**src/hdl/pip_pkg.sv**
```systemverilog
// ----------------------------------------------------------------------------
// pip_pkg
// Shared types and constants of the point-in-polygon crossing-number core.
// ----------------------------------------------------------------------------
package pip_pkg;

   localparam int unsigned COORD_W          = 32;
   localparam int unsigned IDX_W            = 6;
   localparam int unsigned CNT_OUT_W        = 7;
   localparam int unsigned DEF_MAX_VERTICES = 64;
   localparam int unsigned QUEUE_DEPTH      = 2;

   localparam logic                 REQ_WRITE = 1'b0;
   localparam logic                 REQ_QUERY = 1'b1;
   localparam logic [CNT_OUT_W-1:0] CROSS_SAT = 7'd127;

   typedef enum logic [1:0] {
      OP_WRITE = 2'd0,
      OP_DROP  = 2'd1,
      OP_QUERY = 2'd2
   } pip_op_type;

   typedef struct packed {
      logic                      req_type;
      logic [IDX_W-1:0]          vertex_index;
      logic signed [COORD_W-1:0] coord_x;
      logic signed [COORD_W-1:0] coord_y;
   } pip_req_type;

   typedef struct packed {
      logic                 inside_res;
      logic [CNT_OUT_W-1:0] crossings;
   } pip_rsp_type;

   typedef struct packed {
      pip_op_type                op;
      logic [IDX_W-1:0]          vertex_index;
      logic signed [COORD_W-1:0] coord_x;
      logic signed [COORD_W-1:0] coord_y;
   } pip_cmd_type;

endpackage

```
**src/hdl/pip_front.sv**
```systemverilog
// ----------------------------------------------------------------------------
// pip_front
// Request intake: classifies each request and holds it in a short queue
// until the edge walker takes it.
// ----------------------------------------------------------------------------
module pip_front #(
   parameter int unsigned MAX_VERTICES = pip_pkg::DEF_MAX_VERTICES
) (
   input  logic                  clock,
   input  logic                  reset,
   input  logic                  req_push,
   output logic                  req_full,
   input  pip_pkg::pip_req_type  req_payload,
   output logic                  cmd_valid,
   input  logic                  cmd_pop,
   output pip_pkg::pip_cmd_type  cmd_data
);
   import pip_pkg::*;

   localparam int unsigned PTR_W = (QUEUE_DEPTH > 1) ? $clog2(QUEUE_DEPTH) : 1;
   localparam int unsigned CNT_W = $clog2(QUEUE_DEPTH + 1);
   localparam int unsigned CW    = $clog2(MAX_VERTICES + 1);
   localparam int unsigned SW    = (CW > IDX_W) ? CW : IDX_W;

   pip_cmd_type      queue_ff [QUEUE_DEPTH];
   logic [PTR_W-1:0] wr_ptr_ff, wr_ptr_in;
   logic [PTR_W-1:0] rd_ptr_ff, rd_ptr_in;
   logic [CNT_W-1:0] count_ff, count_in;
   logic             push_ok;
   logic             pop_ok;
   logic [SW-1:0]    slot_ext;
   pip_cmd_type      cmd_new;

   assign req_full  = (count_ff == CNT_W'(QUEUE_DEPTH));
   assign cmd_valid = (count_ff != '0);
   assign cmd_data  = queue_ff[rd_ptr_ff];
   assign push_ok   = req_push && !req_full;
   assign pop_ok    = cmd_pop && cmd_valid;
   assign slot_ext  = SW'(req_payload.vertex_index);

   // classify: query, in-range write, or write beyond the store
   always_comb begin
      cmd_new.vertex_index = req_payload.vertex_index;
      cmd_new.coord_x      = req_payload.coord_x;
      cmd_new.coord_y      = req_payload.coord_y;
      if (req_payload.req_type == REQ_QUERY) begin
         cmd_new.op = OP_QUERY;
      end else if (slot_ext < SW'(MAX_VERTICES)) begin
         cmd_new.op = OP_WRITE;
      end else begin
         cmd_new.op = OP_DROP;
      end
   end

   always_comb begin
      wr_ptr_in = push_ok ? wr_ptr_ff + 1'b1 : wr_ptr_ff;
      rd_ptr_in = pop_ok ? rd_ptr_ff + 1'b1 : rd_ptr_ff;
      count_in  = count_ff;
      if (push_ok && !pop_ok) begin
         count_in = count_ff + 1'b1;
      end else if (pop_ok && !push_ok) begin
         count_in = count_ff - 1'b1;
      end
   end

   always_ff @(posedge clock) begin
      if (reset) begin
         wr_ptr_ff <= '0;
         rd_ptr_ff <= '0;
         count_ff  <= '0;
      end else begin
         wr_ptr_ff <= wr_ptr_in;
         rd_ptr_ff <= rd_ptr_in;
         count_ff  <= count_in;
      end
   end

   always_ff @(posedge clock) begin
      if (push_ok) begin
         queue_ff[wr_ptr_ff] <= cmd_new;
      end
   end

endmodule

```
**config.mk**
```make
export PLATFORM = sky130hd
export DESIGN_NAME = pip_front
export DESIGN_NICKNAME = d
export VERILOG_FILES = /design/src/hdl/pip_pkg.sv /design/src/hdl/pip_front.sv
export SDC_FILE = /design/constraint.sdc
export NUM_CORES = 1
export LEC_CHECK = 0
export BUFFER_PORTS_ARGS = -buffer_cell sky130_fd_sc_hd__buf_2
export CAP_MARGIN = 20
export CORE_MARGIN = 8
export CORE_UTILIZATION = 35
export CTS_CLUSTER_SIZE = 20
export DETAILED_ROUTE_END_ITERATION = 8
export SLEW_MARGIN = 20
export SYNTH_ARGS = -nofsm -noshare
export SYNTH_HDL_FRONTEND = slang
export SYNTH_SLANG_ARGS = --single-unit
```
**constraint.sdc**
```tcl
create_clock -name clock -period 6.55 [get_ports clock]
set_input_delay 0.9825 -clock clock [delete_from_list [all_inputs] [get_ports clock]]
set_output_delay 0.9825 -clock clock [all_outputs]
set_load 0.05 [all_outputs]
```
---- After elaboration in Yosys (flattened, before gate mapping) ----
Memory sizes are Yosys's and may differ from the RTL's. A register that Yosys moved wholly into a read port is not among the register bits.
Cells that the tools add are included.
operators by class
  $add $sub $neg .......................... 4
  multipliers ............................. 0
  divide/modulo/power cells ............... 0
  order comparisons ....................... 1
  equality and inequality tests ........... 1
  shift operators ......................... 0
  muxes and demuxes ....................... 8
  bitwise gates (word level) .............. 0
  reductions and logical operators ........ 9
operators with widths
  kind                                                                           number
  6-bit by 7-bit less-than comparator with 1-bit output (second input constant)  1
  2-bit 2-to-1 mux                                                               3
  1-bit 2-to-1 mux                                                               5
  1-bit logical AND                                                              4
  2-bit nonzero test                                                             2
  1-bit zero test                                                                3
  1-bit adder (second input constant)                                            2
  2-bit by 1-bit adder with 2-bit output (second input constant)                 1
  2-bit equality test (second input constant)                                    1
  2-bit by 1-bit subtractor with 2-bit output (second input constant)            1
word-level totals
  register bits after elaboration ......... 4
  bits in latches ......................... 0
  bits in writable memories ............... 144
  ROM bits ................................ 0
  input port bits ......................... 75
  output and inout bits ................... 74
  word-level logic and storage cells ...... 27
  memories kept ........................... 1
memories
  name      words  width  read ports  clocked after Yosys merged registers in  wr ports  RTL line         text
  queue_ff  2      72     1           1                                        1         pip_front.sv:25  pip_cmd_type queue_ff [QUEUE_DEPTH];

---- Longest topological paths before layout ----
Gate-level depths: netlist of the first run.
  word-level depth ........................ 7
  depth in mapped cells ................... 6
  mapped depth without buffers ............ 6

---- Worst setup path after synthesis of the first run ----
No wires, ideal clock.
  kind .................................... input to register
  from .................................... in req_push
  to ...................................... mem queue_ff[1][0] (netlist name) (enable)
  setup time .............................. 0.437 ns
  data arrival time ....................... 2.838 ns
  data required time ...................... 6.113 ns
  path slack .............................. 3.275 ns
  stages on the path ...................... 3
  buffers on the path ..................... 0
  path through ............................ inv_1 > nor2_1 > and2_1
between the ends
  cells in the longest elaborated chain, start to end .. 3
ends and longest elaborated chain
  what                                    RTL line         text
  from (decl)                             pip_front.sv:11  input logic req_push,
  1-bit logical AND                       pip_front.sv:37  assign push_ok = req_push && !req_full;
  named net push_ok                       pip_front.sv:29  logic push_ok;
  1-bit 2-to-1 mux                        pip_front.sv:79  if (push_ok) begin
  1-bit 2-to-1 mux (implied by the code)  pip_front.sv:80  queue_ff[wr_ptr_ff] <= cmd_new;
  to (decl)                               pip_front.sv:25
The timed path passes the listed nets, and every way through them passes these cells.

==> impl_metrics.py, run 1 <==
metrics = {
    "yosys": {
        "synth_edf_count": 142,
        "yosysWarnings": 0,
        "ys_ff_latch": 147,
        "synth_fp_nets": 324,
        "async_reset_ff_share_pct": 0,
        "syn_area_mm2": 0.00535,
        "ys_types": 16,
        "synth_seq_area_share_pct": 81.6,
        "syn_avg_cell_area_um2": 21.6,
        "synthCells": 248,
        "synth_ff_type": "edfxtp_1",
    },
    "worst_setup_path": {
        "cp_cell_sequence": "mux2_2 -> buf_2",
        "worstSetupEndpointType": "output pin",
        "crit_fanout": 71,
        "slowest_delay_ns": 0.99,
        "critPathSlowestCell": "dfxtp_4",
        "critPathKind": "reg -> out",
        "arrival_ns": 2.08,
        "worst-r2r-cell-count": 4,
        "cp-start-kind": "flop",
        "critical_path_required_ns": 5.57,
    },
    "timing": {
        "fin_skew_ns": 0.0124,
        "slew_viol_final": 0,
        "period_minus_slack_ns": 3.06,
        "setup_viol": 0,
        "tightest_slew_ns": 1.01,
        "fmax_mhz": 327,
        "fin_crit_sh_pct": 46.7,
        "max_slew_margin_pct": 32.8,
        "tns_ns": 0,
        "timing.final.hold_violations": 0,
        "rsz0062_at_grt": "no",
    },
    "clocking": {
        "cts_sinks": 147,
        "cts_root_buffer": "clkbuf_16",
        "clk_pin_slew_worst_paths_ns": 0.05,
        "post_cts_buffers": 0,
        "clock_latency_ns": 0.42,
        "numCtsBuffers": 17,
        "cts_tree": "yes",
        "clk_path_buf_depth": 2,
        "hold_buffers": 0,
        "cts_max_level": 4,
        "cts_resized": 0,
    },
    "route": {
        "detailroute.via_count": 2744,
        "drt_iter0_drc": 133,
        "routedWlPerCell_um": 17.2,
        "ant_nets": 0,
        "drt-total-wl_um": 10400,
        "avgViaCountPerCell": 4.51,
        "drcViolationCount": 0,
        "first_pass_iters": 4,
    },
    "run": {
        "timing.max_cap.violations": 0,
    },
    "floorplanning": {
        "pin_count": 149,
        "row_count": 45,
        "fp.dieH_um": 140,
        "dieWidth_um": 140,
        "die_area_mm2": 0.0195,
        "core_mm2": 0.0151,
        "initial_core_util_pct": 35.4,
    },
    "layout": {
        "final-instance-count-excl-fill": 608,
        "fin_nets": 482,
        "layout_common_cells": "buf_2 (147), edfxtp_1 (142), mux2_2 (71)",
        "drive_above_1_share_pct": 58.9,
        "layout_commonest_cell": "buf_2",
        "nFillCells": 1338,
        "syn2layout_area_growth_pct": 28.2,
    },
    "power_and_ir_drop": {
        "power_density_mw_per_mm2": 472,
        "peakVddDrop_mv": 0.279,
        "power_leakage_nw": 2.55,
    },
    "placed_design": {
        "hpwlAfterDp_um": 6680,
        "io_buffers": 147,
        "gp_congestion": 0.703,
        "placed_cells": 575,
    },
    "global_routing": {
        "overflow": 0,
        "grt.total_usage_pct": 11.1,
        "busiest_layer": "met2",
        "grt_pass1_wl_um": 16500,
        "grt_use_met1_pct": 12.4,
        "grt_use_met2_pct": 17.5,
        "grt_pass1_vias": 3171,
        "use_met3_pct": 5.57,
        "grt_max_degree": 72,
        "antenna_found_initial": 0,
    },
    "outcome": {
        "outcome": "finished, final reports clean",
    },
    "hold_path": {
        "hold_class": "reg -> reg",
        "hold_depth": 2,
    },
}
==> sequential cells by signal, indices dropped and copies added, names as in the netlist, named ones only <==
name	cells
wr_ptr_ff	1
rd_ptr_ff	1
count_ff	2
queue_ff	142
==> cells by family after synthesis <==
family / share of synthesized area [%]
DFF: 81.6
muxes: 15.0
buffers and inverters: 1.22
and+or+nand+nor: 0.913
AOI/OAI and AO/OA: 0.468
xor gates and xnor gates: 0.492
adders and majority gates: 0.234
other: 0.0702
==> critical path: cells and delay by family (launching register included) <==
| kind | cells | cell delay [ns] |
|---|---|---|
| mux | 1 | 0.44 |
| flops | 1 | 0.99 |
| buf+inv | 1 | 0.22 |
==> layout make-up <==
cell class,count,area [µm²],area share [%]
tap,188,235,3.43
clock buffer,20,437,6.37
antenna,1,2.50,0.0365
clock inverter,12,138,2.01
timing repair buffer,148,743,10.8
multi-input combinational,90,918,13.4
inverter,2,8.76,0.128
sequential,147,4370,63.8
==> routing by layer <==
| metal | vias up | wire (µm) |
|---|---|---|
| met4 | 0 | 150 |
| met1 | 1347 | 4360 |
| met5 | - | 0 |
| met3 | 13 | 822 |
| met2 | 91 | 5110 |
| li1 | 1293 | - |
==> worst paths after layout <==
kind | from | end | slack [ns]
worst max-delay path | flop | cmd_data[16] | 3.49
worst min register to register | wr_ptr_ff | wr_ptr_ff | 0.50
worst max register to register | count_ff[0] | queue_ff[0][26] | 4.25
worst min-delay path | wr_ptr_ff | wr_ptr_ff | 0.50
==> cells in the mapped netlist, types with 2 or more instances <==
cell type  instances  area (µm²)
nor2_1             4        15.0
xor2_1             3        26.3
inv_1              2        7.51
o21ai_0            3        15.0
mux2_2            71         800
or3_1              2        12.5
a21oi_1            2        10.0
buf_2              4        20.0
buf_4              5        37.5
edfxtp_1         142        4260
dfxtp_1            5         100
==> power breakdown <==
part	internal (mW)	switching, mW
Sequential	1.19	0.0907
Clock	0.592	0.349
Combinational	0.285	0.735
==> metrics by stage <==
step	hold WS, ns	util (%)	area, µm²	setup slack (ns)	power [mW]
floorplan	0.452	-	5350	3.27	2.10
global placement	0.477	41.6	6270	3.63	2.32
detailed placement	0.490	41.6	6270	3.58	2.33
CTS	0.506	45.4	6850	3.42	3.28
global route	0.547	45.4	6850	3.35	3.38
finish	0.503	45.4	6850	3.49	3.24
Power figures use the tool's default switching activity.
==> run 2, diff against run 1 <==
clock period = 2.9 ns   (was 6.55 ns; I/O delays follow)
==> run 2 against run 1 <==
Compared with the run above: power grew 130%; clock-buffer cell count is the same; sequential share of layout area shrank 0.78 points; combinational power grew 140%; clock skew shrank 0.0020 ns; critical path depth grew 1; non-clock buffer count grew 5; sequential cell count is the same; first-iteration DRC count grew 22%; register-to-register slack lost 3.3 ns; worst hold slack lost 0.30 ns; die area is the same.
==> impl_metrics.py, run 2 (synthesis gave the netlist of run 1 again) <==
metrics = {
    "outcome": {
        "outcome": "finished, final reports clean",
    },
    "hold_path": {
        "min_from": "req_payload[7]",
        "holdPathEnd": "queue_ff[1][7]",
        "hold_depth": 1,
        "hold_class": "in -> reg",
    },
    "layout": {
        "final-instance-count-excl-fill": 612,
        "nFillCells": 1334,
        "largest-register": "queue_ff",
        "regArea_mm2": 0.00437,
        "syn2layout_area_growth_pct": 29.8,
        "layout_common_cells": "buf_2 (147), edfxtp_1 (142), mux2_2 (71)",
        "multi_input_area_um2": 918,
        "largest_register_ffs": 142,
        "fin_nets": 487,
        "drive_above_1_share_pct": 60.6,
        "insertedDiodeCount": 0,
        "largestRegisters": "queue_ff x142, count_ff x2",
        "layout_commonest_cell": "buf_2",
    },
    "route": {
        "drcViolationCount": 0,
        "ant_nets": 0,
        "first_pass_iters": 4,
        "drt-met1-wl_um": 4360,
        "detailroute.via_count": 2784,
        "highest_layer": "met4",
        "route.met2.wl_um": 5220,
        "routedWlPerCell_um": 17.2,
        "route.met3.wl_um": 805,
        "avgViaCountPerCell": 4.55,
        "drt-total-wl_um": 10500,
        "drt_iter0_drc": 162,
    },
    "floorplanning": {
        "initial_core_util_pct": 35.4,
        "dieWidth_um": 140,
        "pin_count": 149,
        "row_count": 45,
        "core_mm2": 0.0151,
        "fp.dieH_um": 140,
        "die_area_mm2": 0.0195,
    },
    "clocking": {
        "clk_path_buf_depth": 2,
        "hold_buffers": 0,
        "numCtsBuffers": 17,
        "clock_latency_ns": 0.41,
        "cts_resized": 0,
        "cts_root_buffer": "clkbuf_16",
        "cts_tree": "yes",
        "cts_sinks": 147,
        "post_cts_buffers": 0,
        "clk_pin_slew_worst_paths_ns": 0.06,
        "cts_max_level": 4,
    },
    "timing": {
        "max_slew_margin_pct": 64.0,
        "fmax_mhz": 444,
        "timing.final.hold_violations": 0,
        "tns_ns": 0,
        "slew_viol_final": 0,
        "setup_viol": 0,
        "tightest_slew_ns": 0.539,
        "rsz0062_at_grt": "no",
        "fin_worst_hold_slack_ns": 0.208,
        "fin_crit_sh_pct": 77.7,
        "fin_skew_ns": 0.0104,
        "period_minus_slack_ns": 2.25,
    },
    "power_and_ir_drop": {
        "swShare_pct": 35.8,
        "p_switching_mw": 2.66,
        "seqPwrFrac_pct": 36.8,
        "power_density_mw_per_mm2": 1070,
        "peakVddDrop_mv": 0.583,
        "power.total_mw": 7.44,
        "p_clk_share_pct": 29.8,
        "combinationalPowerShare_pct": 33.4,
        "internal_power_mw": 4.78,
        "power_leakage_nw": 2.61,
    },
    "worst_setup_path": {
        "worstReg2RegStart": "count_ff[0]",
        "r2r-end": "queue_ff[0][46]",
        "slowest_delay_ns": 0.42,
        "cpLargestDelayFamily": "buffers and inverters",
        "critical_path_required_ns": 2.47,
        "crit_fanout": 36,
        "critPathSlowestCell": "buf_4",
        "critPathKind": "reg -> out",
        "arrival_ns": 1.82,
        "worstSetupEndpointType": "output pin",
        "reg2reg_slack_ns": 1.00,
        "cp_cell_sequence": "buf_4 -> mux2_2 -> buf_2",
        "worst-r2r-cell-count": 4,
        "path_buf_inv": 2,
        "cp-start-kind": "flop",
    },
    "global_routing": {
        "grt.total_usage_pct": 11.0,
        "overflow": 0,
        "antenna_found_initial": 0,
        "grt_pass1_vias": 3151,
        "grt_max_degree": 44,
        "grt_pass1_wl_um": 16400,
    },
    "placed_design": {
        "gp_congestion": 0.686,
        "hpwlAfterDp_um": 7080,
        "io_buffers": 147,
        "placed_cells": 580,
    },
    "run": {
        "timing.max_cap.violations": 0,
    },
}
run 2: changes by cell type in the layout (fill, tap and decap cells not counted), sizes merged:
cell,change
diode,-1
clkinvlp,-1
buf,+5
inv,-1
bufinv,+1
clkinv,+1
run 2: per-stage QoR:
stage	utilization, %	worst slack (ns)	area, µm²
after floorplan	-	0.0598	5350
after global placement	42.0	0.896	6340
after detailed placement	42.0	0.839	6340
after CTS	46.0	0.603	6940
after global routing	46.0	0.560	6940
final	46.0	0.646	6940
run 2: final cells by class:
type                            count  share of cell area [%]
Clock inverter                     12                    2.35
Inverter                            2                   0.126
Clock buffer                       20                    6.30
Tap cell                          188                    3.39
Sequential cell                   147                    63.0
Multi-Input combinational cell     90                    13.2
Timing Repair Buffer              153                    11.6
run 2: worst max-delay path by stage:
stage,from,endpoint,slack [ns],cells after the start
floorplan,count_ff[1],queue_ff[1][0],0.06,3
global placement,req_push,queue_ff[0][66],0.90,5
detailed placement,req_push,queue_ff[0][66],0.84,5
CTS,flop,cmd_data[32],0.60,3
global route,flop,cmd_data[32],0.56,3
finish,flop,cmd_data[32],0.65,3
run 2: routing by layer:
| metal | vias up | global-route usage (%) |
|---|---|---|
| met5 | - | 0 |
| met4 | 0 | 4.80 |
| met3 | 12 | 5.44 |
| met2 | 94 | 18.1 |
| met1 | 1377 | 11.8 |
| li1 | 1301 | - |
run 2: power groups by stage:
stage          Clock [mW]  Sequential (mW)  Combinational (mW)
5_1_grt              2.35             2.77                2.62
4_1_cts              2.28             2.74                2.53
3_3_place_gp            0             2.77                2.51
6_report             2.22             2.74                2.48
3_5_place_dp            0             2.78                2.52
2_1_floorplan           0             2.78                1.96
==> run 3, diff against run 2 <==
ABC_AREA = 1   (was default)
clock period = 2 ns   (was 2.9 ns; I/O delays follow)
==> run 3 against run 2 <==
Compared with the run above: global-route usage fell by 0.17 points; synthesized cell count rose by 4.8%; via count rose by 1.9%; cell area rose by 4.2%; clock skew fell by 0.0067 ns; critical path depth did not move; sequential share of layout area fell by 2.6 points.
==> impl_metrics.py, run 3 <==
metrics = {
    "worst_setup_path": {
        "critPathSlowestCell": "dfxtp_4",
        "critical_path_required_ns": 1.70,
        "cpLargestDelayFamily": "buffers and inverters",
        "worstSetupEndpointType": "output pin",
        "cp-start-kind": "flop",
        "worstReg2RegStart": "count_ff[1]",
        "critPathKind": "reg -> out",
        "worst-r2r-cell-count": 9,
        "arrival_ns": 1.65,
        "slowest_delay_ns": 0.38,
        "r2r-end": "count_ff[1]",
        "path_buf_inv": 2,
        "reg2reg_slack_ns": 0.39,
        "crit_fanout": 35,
        "cp_cell_sequence": "buf_12 -> mux2_4 -> buf_2",
    },
    "placed_design": {
        "io_buffers": 147,
        "place_area_mm2": 0.00669,
        "hpwlAfterDp_um": 7480,
        "gp_congestion": 0.679,
        "placed_cells": 620,
        "pre_cts_ws_ns": 0.413,
    },
    "floorplanning": {
        "dieWidth_um": 144,
        "pin_count": 149,
        "row_count": 46,
        "core_mm2": 0.0159,
        "initial_core_util_pct": 36.0,
        "fp.dieH_um": 144,
        "die_area_mm2": 0.0207,
    },
    "yosys": {
        "synth_edf_count": 142,
        "async_reset_ff_share_pct": 0,
        "synth_ff_type": "edfxtp_1",
        "synth_seq_area_share_pct": 76.1,
        "syn_avg_cell_area_um2": 22.0,
        "synth_top_area_cell": "edfxtp_1",
        "syn_area_mm2": 0.00573,
        "synth_common_cells": "edfxtp_1 (142), mux2_4 (70), inv_1 (8), nor2_1 (8)",
        "ys_types": 17,
        "synthCells": 260,
        "yosysWarnings": 0,
        "synth_fp_nets": 336,
        "synth_most_common_cell": "edfxtp_1",
        "ys_ff_latch": 147,
        "synthTopCellsByArea": "edfxtp_1 (74%), mux2_4 (18%), buf_12 (2.4%)",
        "synth_top_cell_area_share_pct": 74.4,
    },
    "layout": {
        "insertedDiodeCount": 0,
        "drive_above_1_share_pct": 58.3,
        "largest-register": "queue_ff",
        "largest_register_ffs": 142,
        "fin_area_mm2": 0.00723,
        "layout_common_cells": "buf_2 (147), edfxtp_1 (142), mux2_4 (70)",
        "nFillCells": 1435,
        "fin_nets": 499,
        "multi_input_area_mm2": 0.00119,
        "regArea_mm2": 0.00437,
        "syn2layout_area_growth_pct": 26.1,
        "largestRegisters": "queue_ff x142, count_ff x2",
        "layout_commonest_cell": "buf_2",
        "final-instance-count-excl-fill": 652,
    },
    "clocking": {
        "clock_latency_ns": 0.41,
        "cts_max_level": 4,
        "cts_sinks": 147,
        "cts_root_buffer": "clkbuf_16",
        "post_cts_buffers": 0,
        "numCtsBuffers": 17,
        "cts_tree": "yes",
        "cts_resized": 0,
        "clk_pin_slew_worst_paths_ns": 0.06,
        "clk_path_buf_depth": 2,
        "hold_buffers": 0,
    },
    "route": {
        "drcViolationCount": 0,
        "avgViaCountPerCell": 4.35,
        "detailroute.via_count": 2838,
        "ant_nets": 0,
        "drt-total-wl_um": 11100,
        "routedWlPerCell_um": 17.0,
        "first_pass_iters": 4,
        "drt_iter0_drc": 97,
    },
    "global_routing": {
        "grt.total_usage_pct": 10.8,
        "grt_max_degree": 58,
        "grt_pass1_wl_um": 16800,
        "antenna_found_initial": 1,
        "grt_pass1_vias": 3077,
        "overflow": 0,
    },
    "run": {
        "timing.max_cap.violations": 0,
    },
    "hold_path": {
        "hold_class": "in -> reg",
        "min_from": "req_payload[51]",
        "holdPathEnd": "queue_ff[0][51]",
        "hold_depth": 1,
    },
    "outcome": {
        "outcome": "finished, final reports clean",
    },
    "timing": {
        "setup_viol": 0,
        "timing.final.hold_violations": 0,
        "fin_worst_hold_slack_ns": 0.0785,
        "period_minus_slack_ns": 1.95,
        "fin_crit_sh_pct": 97.3,
        "slew_viol_final": 0,
        "fin_skew_ns": 0.00366,
        "rsz0062_at_grt": "yes",
        "tns_ns": 0,
        "fmax_mhz": 514,
        "setup_ws_ns": 0.0540,
    },
    "power_and_ir_drop": {
        "power_density_mw_per_mm2": 1450,
        "peakVddDrop_mv": 0.699,
        "power_leakage_nw": 2.86,
    },
}
## run 3: report_power, final
group	internal (mW)	switching, mW
Clock	1.69	1.16
Combinational	1.14	2.45
Sequential	3.90	0.123
Total	6.72	3.74
## run 3: area by class of cell
cell class / instances / share of cell area (%)
multi-input combinational: 96 / 16.5
sequential: 147 / 60.4
clock buffer: 20 / 6.04
tap: 216 / 3.74
inverter: 8 / 0.415
clock inverter: 12 / 1.26
timing repair buffer: 153 / 11.6
## run 3: logic make-up after synthesis
family | synth area share, %
compound gates | 0.502
fa+ha+maj | 0.218
buf+inv | 3.30
flops | 76.1
mux | 18.5
other cells | 0.0654
simple gates | 1.27
## run 3: how the worst max path moves through the flow
stage                     start             end  slack [ns]  cells after the start
global route               flop    cmd_data[39]       -0.01                      3
CTS                        flop    cmd_data[39]        0.01                      3
finish                     flop     cmd_data[5]        0.05                      3
detailed placement  count_ff[1]     count_ff[1]        0.41                      9
global placement           flop    cmd_data[39]        0.48                      3
floorplan           count_ff[1]  queue_ff[0][0]       -0.75                      3
## run 3: metal layers
layer  global-route usage, %  vias up  wire [µm]
met5                       0        -         12
li1                        -     1331          -
met3                    4.62       21       1040
met4                    5.31        2        195
met2                    17.3      105       5340
met1                    12.3     1379       4490
## run 3: per-stage QoR
step | utilization, % | power [mW]
2_1_floorplan | - | 7.08
3_3_place_gp | 42.0 | 7.67
3_5_place_dp | 42.0 | 7.73
4_1_cts | 45.3 | 10.6
5_1_grt | 45.3 | 10.9
6_report | 45.3 | 10.5
